==> src/hw/rtl/sfbp_pkg.sv <==
// Shared types and constants for the sync frame block parser.
`timescale 1ns / 1ps

package sfbp_pkg;

    localparam int PAYLOAD_BYTES = 14;
    localparam int FRAME_BYTES   = PAYLOAD_BYTES + 2;
    localparam int POS_W         = $clog2(FRAME_BYTES);
    localparam int PAYLOAD_START = 2;

    localparam int CFG_IDX_W  = 2;
    localparam int CFG_DATA_W = 8;

    typedef enum logic [CFG_IDX_W-1:0] {
        CFG_SYNC_FIRST  = 2'd0,
        CFG_SYNC_SECOND = 2'd1,
        CFG_RESP_TYPE   = 2'd2
    } t_cfg_idx;

    typedef struct packed {
        logic [7:0] sync_first;
        logic [7:0] sync_second;
        logic [7:0] resp_type;
    } t_cfg;

    typedef struct packed {
        logic [15:0]        signature;
        logic [15:0]        x_pos;
        logic [15:0]        y_pos;
        logic [15:0]        blk_width;
        logic [15:0]        blk_height;
        logic signed [15:0] angle;
        logic [7:0]         track_index;
        logic [7:0]         track_age;
        logic               checksum_ok;
    } t_result;

endpackage

==> src/hw/rtl/sfbp_core.sv <==
// Header window, frame capture and running checksum for one byte per step.
`timescale 1ns / 1ps

module sfbp_core (
    input  logic             i_clk,
    input  logic             i_rst_n,
    input  logic             i_step,
    input  logic [7:0]       i_byte,
    input  sfbp_pkg::t_cfg   i_cfg,
    output logic             o_emit,
    output sfbp_pkg::t_result o_result
);

    localparam int                     LAST_IDX = sfbp_pkg::FRAME_BYTES - 1;
    localparam logic [sfbp_pkg::POS_W-1:0] LAST_POS = LAST_IDX[sfbp_pkg::POS_W-1:0];
    localparam logic [sfbp_pkg::POS_W-1:0] PAY_POS  =
        sfbp_pkg::PAYLOAD_START[sfbp_pkg::POS_W-1:0];
    localparam logic [7:0] HDR_LEN = sfbp_pkg::PAYLOAD_BYTES[7:0];

    logic [7:0]                 r_hist [3];
    logic                       r_capturing, n_capturing;
    logic [sfbp_pkg::POS_W-1:0] r_count, n_count;
    logic [15:0]                r_sum, n_sum;
    logic [7:0]                 r_frame [LAST_IDX];

    logic        w_header;
    logic        w_last;
    logic [15:0] w_total;

    assign w_header = (r_hist[2] == i_cfg.sync_first) && (r_hist[1] == i_cfg.sync_second)
                   && (r_hist[0] == i_cfg.resp_type) && (i_byte == HDR_LEN);
    assign w_last   = r_capturing && (r_count == LAST_POS);
    assign w_total  = r_sum + {8'd0, i_byte};

    always_comb begin
        n_capturing = r_capturing;
        n_count     = r_count;
        n_sum       = r_sum;
        if (r_capturing) begin
            n_sum = (r_count < PAY_POS) ? 16'd0 : w_total;
            if (w_last) begin
                n_capturing = 1'b0;
                n_count     = '0;
            end else begin
                n_count = r_count + 1'b1;
            end
        end
        if (w_header) begin
            n_capturing = 1'b1;
            n_count     = '0;
        end
    end

    always_ff @(posedge i_clk) begin
        if (!i_rst_n) begin
            r_hist      <= '{default: 8'd0};
            r_capturing <= 1'b0;
            r_count     <= '0;
            r_sum       <= 16'd0;
        end else if (i_step) begin
            r_hist[2]   <= r_hist[1];
            r_hist[1]   <= r_hist[0];
            r_hist[0]   <= i_byte;
            r_capturing <= n_capturing;
            r_count     <= n_count;
            r_sum       <= n_sum;
        end
    end

    // Final byte goes straight to the result; earlier bytes are stored.
    always_ff @(posedge i_clk) begin
        if (i_step && r_capturing && !w_last) begin
            r_frame[r_count] <= i_byte;
        end
    end

    assign o_emit = w_last;

    always_comb begin
        o_result.signature   = {r_frame[3], r_frame[2]};
        o_result.x_pos       = {r_frame[5], r_frame[4]};
        o_result.y_pos       = {r_frame[7], r_frame[6]};
        o_result.blk_width   = {r_frame[9], r_frame[8]};
        o_result.blk_height  = {r_frame[11], r_frame[10]};
        o_result.angle       = {r_frame[13], r_frame[12]};
        o_result.track_index = r_frame[14];
        o_result.track_age   = i_byte;
        o_result.checksum_ok = (w_total == {r_frame[1], r_frame[0]});
    end

endmodule

==> src/hw/rtl/sync_frame_block_parser.sv <==
// Top level of the sync frame block parser: handshakes, configuration, result register.
`timescale 1ns / 1ps

// Takes one received byte per item and accepts a byte every cycle unless
// a result waits unread in the output register. A byte is held in the input
// register, where the header window compare, frame store write and running
// payload sum happen, and its result, if any, is registered into the output
// register once the output register can advance. A result is produced on the
// 16th byte after a header
// (sync first, sync second, response type, payload length 14) and carries
// checksum_ok = 0 on a mismatch. A new header restarts capture at once.
// Configuration writes take effect at the next edge; write only while idle.

module sync_frame_block_parser (
    input  logic                           i_clk,
    input  logic                           i_rst_n,
    input  logic                           i_cfg_we,
    input  logic [sfbp_pkg::CFG_IDX_W-1:0]  i_cfg_idx,
    input  logic [sfbp_pkg::CFG_DATA_W-1:0] i_cfg_data,
    input  logic                           i_in_valid,
    output logic                           o_in_ready,
    input  logic [7:0]                     i_rx_byte,
    output logic                           o_out_valid,
    input  logic                           i_out_ready,
    output logic [15:0]                    o_signature,
    output logic [15:0]                    o_x_pos,
    output logic [15:0]                    o_y_pos,
    output logic [15:0]                    o_blk_width,
    output logic [15:0]                    o_blk_height,
    output logic signed [15:0]             o_angle,
    output logic [7:0]                     o_track_index,
    output logic [7:0]                     o_track_age,
    output logic                           o_checksum_ok
);

    sfbp_pkg::t_cfg    r_cfg;
    logic              r_in_valid;
    logic [7:0]        r_in_byte;
    logic              r_out_valid;
    sfbp_pkg::t_result r_out;

    logic              w_advance;
    logic              w_step;
    logic              w_emit;
    sfbp_pkg::t_result w_result;

    assign w_advance  = !r_out_valid || i_out_ready;
    assign w_step     = r_in_valid && w_advance;
    assign o_in_ready = !r_in_valid || w_advance;

    always_ff @(posedge i_clk) begin
        if (!i_rst_n) begin
            r_cfg.sync_first  <= 8'd175;
            r_cfg.sync_second <= 8'd193;
            r_cfg.resp_type   <= 8'd33;
        end else if (i_cfg_we) begin
            unique case (i_cfg_idx)
                sfbp_pkg::CFG_SYNC_FIRST:  r_cfg.sync_first  <= i_cfg_data;
                sfbp_pkg::CFG_SYNC_SECOND: r_cfg.sync_second <= i_cfg_data;
                sfbp_pkg::CFG_RESP_TYPE:   r_cfg.resp_type   <= i_cfg_data;
                default: ;
            endcase
        end
    end

    // Hold the item until the core can advance.
    always_ff @(posedge i_clk) begin
        if (!i_rst_n) begin
            r_in_valid <= 1'b0;
        end else if (o_in_ready) begin
            r_in_valid <= i_in_valid;
        end
    end

    always_ff @(posedge i_clk) begin
        if (o_in_ready && i_in_valid) begin
            r_in_byte <= i_rx_byte;
        end
    end

    sfbp_core u_core (
        .i_clk    (i_clk),
        .i_rst_n  (i_rst_n),
        .i_step   (w_step),
        .i_byte   (r_in_byte),
        .i_cfg    (r_cfg),
        .o_emit   (w_emit),
        .o_result (w_result)
    );

    always_ff @(posedge i_clk) begin
        if (!i_rst_n) begin
            r_out_valid <= 1'b0;
        end else if (w_advance) begin
            r_out_valid <= w_step && w_emit;
        end
    end

    always_ff @(posedge i_clk) begin
        if (w_step && w_emit) begin
            r_out <= w_result;
        end
    end

    assign o_out_valid   = r_out_valid;
    assign o_signature   = r_out.signature;
    assign o_x_pos       = r_out.x_pos;
    assign o_y_pos       = r_out.y_pos;
    assign o_blk_width   = r_out.blk_width;
    assign o_blk_height  = r_out.blk_height;
    assign o_angle       = r_out.angle;
    assign o_track_index = r_out.track_index;
    assign o_track_age   = r_out.track_age;
    assign o_checksum_ok = r_out.checksum_ok;

    a_stall_cause: assert property (@(posedge i_clk) disable iff (!i_rst_n)
        !o_in_ready |-> (r_in_valid && r_out_valid && !i_out_ready))
        else $error("input stalled without a blocked result");

    a_out_source: assert property (@(posedge i_clk) disable iff (!i_rst_n)
        (w_advance && !(w_step && w_emit)) |=> !o_out_valid)
        else $error("result valid without a completed frame");

    a_result_held: assert property (@(posedge i_clk) disable iff (!i_rst_n)
        (o_out_valid && !i_out_ready) |=> (o_out_valid && $stable(r_out)))
        else $error("pending result changed or dropped");

    a_emit_needs_item: assert property (@(posedge i_clk) disable iff (!i_rst_n)
        (w_emit && w_advance && !r_in_valid) |=> !o_out_valid)
        else $error("result emitted without an item");

endmodule
==> config.mk <==
export PLATFORM = sky130hd
export DESIGN_NAME = sync_frame_block_parser
export DESIGN_NICKNAME = d
export VERILOG_FILES = /design/src/hw/rtl/sfbp_pkg.sv /design/src/hw/rtl/sfbp_core.sv /design/src/hw/rtl/sync_frame_block_parser.sv
export SDC_FILE = /design/constraint.sdc
export NUM_CORES = 1
export LEC_CHECK = 0
export ABC_AREA = 1
export CAP_MARGIN = 10
export CELL_PAD_IN_SITES_DETAIL_PLACEMENT = 1
export CELL_PAD_IN_SITES_GLOBAL_PLACEMENT = 1
export CORE_MARGIN = 2
export CORE_UTILIZATION = 35
export DETAILED_ROUTE_END_ITERATION = 7
export DONT_BUFFER_PORTS = 1
export PLACE_DENSITY = 0.6
export SETUP_SLACK_MARGIN = 0.3
export SYNTH_ARGS = -nofsm -noshare
export SYNTH_HDL_FRONTEND = slang
export SYNTH_SLANG_ARGS = --single-unit
==> constraint.sdc <==
create_clock -name i_clk -period 10.6 [get_ports i_clk]
set_input_delay 0 -clock i_clk [delete_from_list [all_inputs] [get_ports i_clk]]
set_output_delay 0 -clock i_clk [all_outputs]
set_load 0.005 [all_outputs]
; Word-level counts from Yosys, hierarchy flattened
; Memory sizes are Yosys's and may differ from the RTL's. A register that Yosys moved wholly into a read port is not among the register bits.
; Cells that the tools add are included.
[word_totals]
register_bits = 88
mem_bits_rw = 120
inputBits = 23
out_inout_bits = 115
elab_cells = 56
mem_count = 1
[classes]
n_addsub = 2
n_lt_le_gt_ge = 1
n_eq_ne = 8
muxes = 9
n_reduce_logical = 21
[memory_table]
columns = memory, depth, width, rd, rd_ports_with_merged_regs, wr, line_no
row1 = u_core.r_frame, 15, 8, 15, 13, 1, sfbp_core.sv:24  ; logic [7:0] r_frame [LAST_IDX];
[op_table]
columns = cell, n
row1 = equality test 8 bit, 3
row2 = adder 16 x 8 -> 16 bit, 1
row3 = equality test 16 bit, 1
row4 = two-way mux 16 bit, 1
row5 = two-way mux 4 bit, 3
row6 = AND reduction 2 bit, 5
row7 = logical AND 1 bit, 9
row8 = "equality test 8 x 4 -> 1 bit, second input constant", 1
row9 = two-way mux 1 bit, 5
row10 = "adder 4 x 1 -> 4 bit, second input constant", 1
row11 = "equality test 4 bit, second input constant", 1
row12 = "< comparator 4 x 2 -> 1 bit, second input constant", 1
row13 = logical NOT 1 bit, 3
row14 = "equality test 2 x 1 -> 1 bit, second input constant", 1
row15 = "equality test 2 bit, second input constant", 1
row16 = logical NOT 2 bit, 1
row17 = logical OR 1 bit, 2
row18 = nonzero test 2 bit, 1

; Depth between registers and ports, before layout
[depth]
ltp_word = 7
ltp_mapped = 18
depth_no_buf = 18

; By module
; A second synthesis with hierarchy kept.
[unflattened]
cells_unflattened = 962
hier_area_um2 = 11747.5
[modules_own_cells]
columns = module, n_inst, cells_per_inst, area_each_um2, seq_area_each_um2
row1 = sfbp_core, 1, 690, 7009.2, 4504.3
row2 = sync_frame_block_parser, 1, 272, 4738.3, 4154.0

; Least setup slack after synthesis
; OpenSTA, ideal clock, no wires.
[synth_path]
kind = reg2reg
from = register u_core.r_count[1] in the netlist's numbering
to = register o_angle[0] (netlist name)
setup_time_ns = 0.588
t_arrival_ns = 5.611
required_time_ns = 10.012
setup_slack_ns = 4.401
stages_incl_launch_ff = 6
path_buffers = 0
period_less_slack_ns = 6.199
cell_sequence = dfxtp_1 > ha_1 > nand3_1 > nor2_1 > inv_1 > nor2_1
[synth_via]
elab_chain_cells = 3
[synth_rtl]
columns = item, line_no
row1 = "start, declared", sfbp_core.sv:22  ; logic [sfbp_pkg::POS_W-1:0] r_count, n_count;
row2 = "start signal, assigned", sfbp_core.sv:65  ; r_count <= n_count;
row3 = equality test 4 bit, sfbp_core.sv:32  ; assign w_last = r_capturing && (r_count == LAST_POS);
row4 = logical AND 1 bit, sfbp_core.sv:32
row5 = logical AND 1 bit, sync_frame_block_parser.sv:100  ; if (w_step && w_emit) begin
; No other way between the ends.
; A chain may end at the register's enable or synchronous reset.

; Worst setup path in the final report
[layout_path]
from = register u_core.r_count[1] in the netlist's numbering
to = register o_track_index[7] (netlist name)
[layout_via]
elab_chain_cells = 3
[layout_rtl]
columns = item, line_no
row1 = equality test 4 bit, sfbp_core.sv:32
row2 = logical AND 1 bit, sfbp_core.sv:32
row3 = logical AND 1 bit, sync_frame_block_parser.sv:100
; No other way between the ends.

==> out/results.ini <==
[timing]
fin_setup_tns_ns = 0
rsz0062_at_grt = false
hold_violations = 0
min_period_over_period = 0.297
max_freq_mhz = 318
slew_violations = 0
clock_skew_ns = 0.00992
relSlewSlack = 0.300
finalSetupViolations = 0
tightestPinTransition_ns = 1.05
finalCriticalPeriod_ns = 3.15

[clocking]
h-tree-depth = 2
cts_resized = 0
post_cts.repair.setup_buffers = 0
clockRootBuffer = clkbuf_16
cts_tree = built
clk_latency_ns = 0.51
cts_made_buffers = 34
cts_buffer_depth = 3
cts_sinks = 312
clk_pin_slew_ns = 0.06
hold_buffers = 37

[worst_setup_path]
crit_end = o_track_index[7]
critical_path_buf_inv_count = 2
cp_slowest_cell = buf_4
crit_chain = ha_1, nand3_1, nor2_1, inv_1, nor2_4, buf_4
path_depth = 6
setup.worst_path.start = u_core.r_count[1]
setup.worst_path.start_class = flip-flop
required_ns = 10.73
setup.worst_path.class = flip-flop to flip-flop
reg2reg_slack_ns = 7.45
ff2ff_path_depth = 6
slowest_delay_ns = 0.94
end_kind = flip-flop
cpLargestDelayFamily = simple AND/OR/NAND/NOR gates
r2r_end = o_track_index[7]
critPathArrivalTime_ns = 3.27
worstReg2RegStart = u_core.r_count[1]
path_max_fanout = 87

[synthesis]
synth_area_mm2 = 0.0115
async_flop_share = 0
synth_seq_cells = 312
synth_edf_count = 241
postSynthAreaPerCell_um2 = 12.6
ys_warn_count = 0
ys.flop_type = edfxtp_1
yosys.cell_types.count = 33
postSynthNetCount = 954
syn_inst = 918
ys_seq_area_frac = 0.751

[pwr]
ir_drop_mv = 0.104
power.density_mw_per_mm2 = 187
p_leak_nw = 4.75

[final_layout]
antenna_cells = 0
areaGrowthSynthToFinish_pct = 17.0
largestRegisters = u_core.r_frame x120, r_cfg x24, u_core.r_hist x24
mostFrequentLayoutCell = edfxtp_1
stdcell_area_mm2 = 0.0135
most-common-layout-cells = edfxtp_1 (241), nand2_1 (171), nor2_1 (92), inv_1 (83), dfxtp_1 (71)
fill_cells = 3461
nNetsFinal = 1019
largest_reg_flops = 120
layout-drive-gt1-share = 0.0823
largest_register = u_core.r_frame

[global_route]
grt_pass1_wl_mm = 40.8
gr-usage-all-layers = 0.156
grt_antenna_before_repair = 0
grt.overflow.total = 0
grt_pass1_vias = 7059
grt_max_degree = 88

[place]
postPlaceCellArea_mm2 = 0.0121
gp_congestion = 0.740
hpwl_mm = 16.7
port-buffer-count = 0

[die]
die_width_um = 185
row_count = 66
core_area_mm2 = 0.0325
die_area_mm2 = 0.0344
io_pins = 138
start_util = 0.355
dieHeight_um = 185

[detailed_routing]
post-route-drc-count = 0
ant_nets = 0
firstDrtPassIters = 4
finalWirelength_mm = 26.3
first_iter_violations = 454
vias = 6720
wl_per_cell_um = 18.1
via_per_inst = 4.63

[hold_path]
worstHoldPathType = primary input to flip-flop

[job]
drv_cap = 0

[outcome]
status = completed

==> kinds of logic after synthesis <==
| group | synth area share |
|---|---|
| AO/OA/AOI/OAI | 0.0437 |
| flip-flops | 0.751 |
| buffers and inverters | 0.0339 |
| AND/OR/NAND/NOR | 0.143 |
| adder cells (fa/ha/maj) | 0.0148 |
| XOR/XNOR | 0.0137 |
==> per-stage QoR <==
stage / total power [W] / utilization / std cells / hold WS (ns) / worst slack [ns]
3_3_place_gp: 0.00145 / 0.373 / 1352 / 0.0899 / 7.50
4_1_cts: 0.00255 / 0.415 / 1451 / 0.0402 / 7.37
2_1_floorplan: 0.00141 / - / 918 / 0.0989 / 4.40
3_5_place_dp: 0.00145 / 0.373 / 1352 / 0.0932 / 7.38
6_report: 0.00252 / 0.415 / 1451 / 0.0384 / 7.45
5_1_grt: 0.00260 / 0.415 / 1451 / 0.0942 / 7.06
==> report_power, final <==
part	internal, W	switching (W)
Sequential	0.00133	0.0000114
Combinational	0.0000327	0.0000663
Clock	0.000599	0.000480
==> Yosys cell counts (all sizes together) (2+ instances only) <==
cell / count / area share
edfxtp: 241 / 0.63
nand2: 179 / 0.060
nor2: 96 / 0.032
inv: 85 / 0.028
nand3: 72 / 0.033
dfxtp: 71 / 0.12
a21oi: 49 / 0.023
o21ai: 39 / 0.017
clkbuf: 16 / 0.0052
xor2: 13 / 0.0099
ha: 12 / 0.013
nand4: 9 / 0.0049
nor3: 9 / 0.0048
o211ai: 5 / 0.0033
xnor2: 5 / 0.0038
nand3b: 4 / 0.0026
and2: 3 / 0.0016
nor3b: 2 / 0.0013
nor4: 2 / 0.0011
==> area by class of cell <==
class                   instances  area (um2)  share of cell area
repair buffers                 46         448              0.0332
flip-flops and latches        312        8660               0.642
clock inverters                23         145              0.0108
well taps                     442         553              0.0410
multi-input cells             503        2490               0.184
clock buffers                  39         870              0.0645
inverters                      86         323              0.0239
==> metal layers <==
metal | vias up | share of wire | track usage | wire length [um]
li1 | 3291 | - | - | -
met1 | 3216 | 0.48 | 0.216 | 12700
met2 | 173 | 0.44 | 0.246 | 11600
met3 | 40 | 0.050 | 0.0331 | 1320
met4 | 0 | 0.023 | 0.0457 | 608
met5 | - | 0 | 0 | 0
==> how the worst min path moves through the flow <==
| stage | from | endpoint | cells after the start | slack [ns] |
|---|---|---|---|---|
| after detailed placement | i_rst_n | r_cfg[8] | 1 | 0.09 |
| after CTS | i_cfg_we | r_cfg[1] | 2 | 0.04 |
| after global routing | i_rx_byte[3] | r_in_byte[3] | 1 | 0.09 |
| after global placement | i_rst_n | r_cfg[8] | 1 | 0.09 |
| final | i_cfg_we | r_cfg[6] | 2 | 0.04 |
| after floorplan | i_rx_byte[0] | r_in_byte[0] | 0 | 0.1 |
Power figures use the tool's default switching activity.
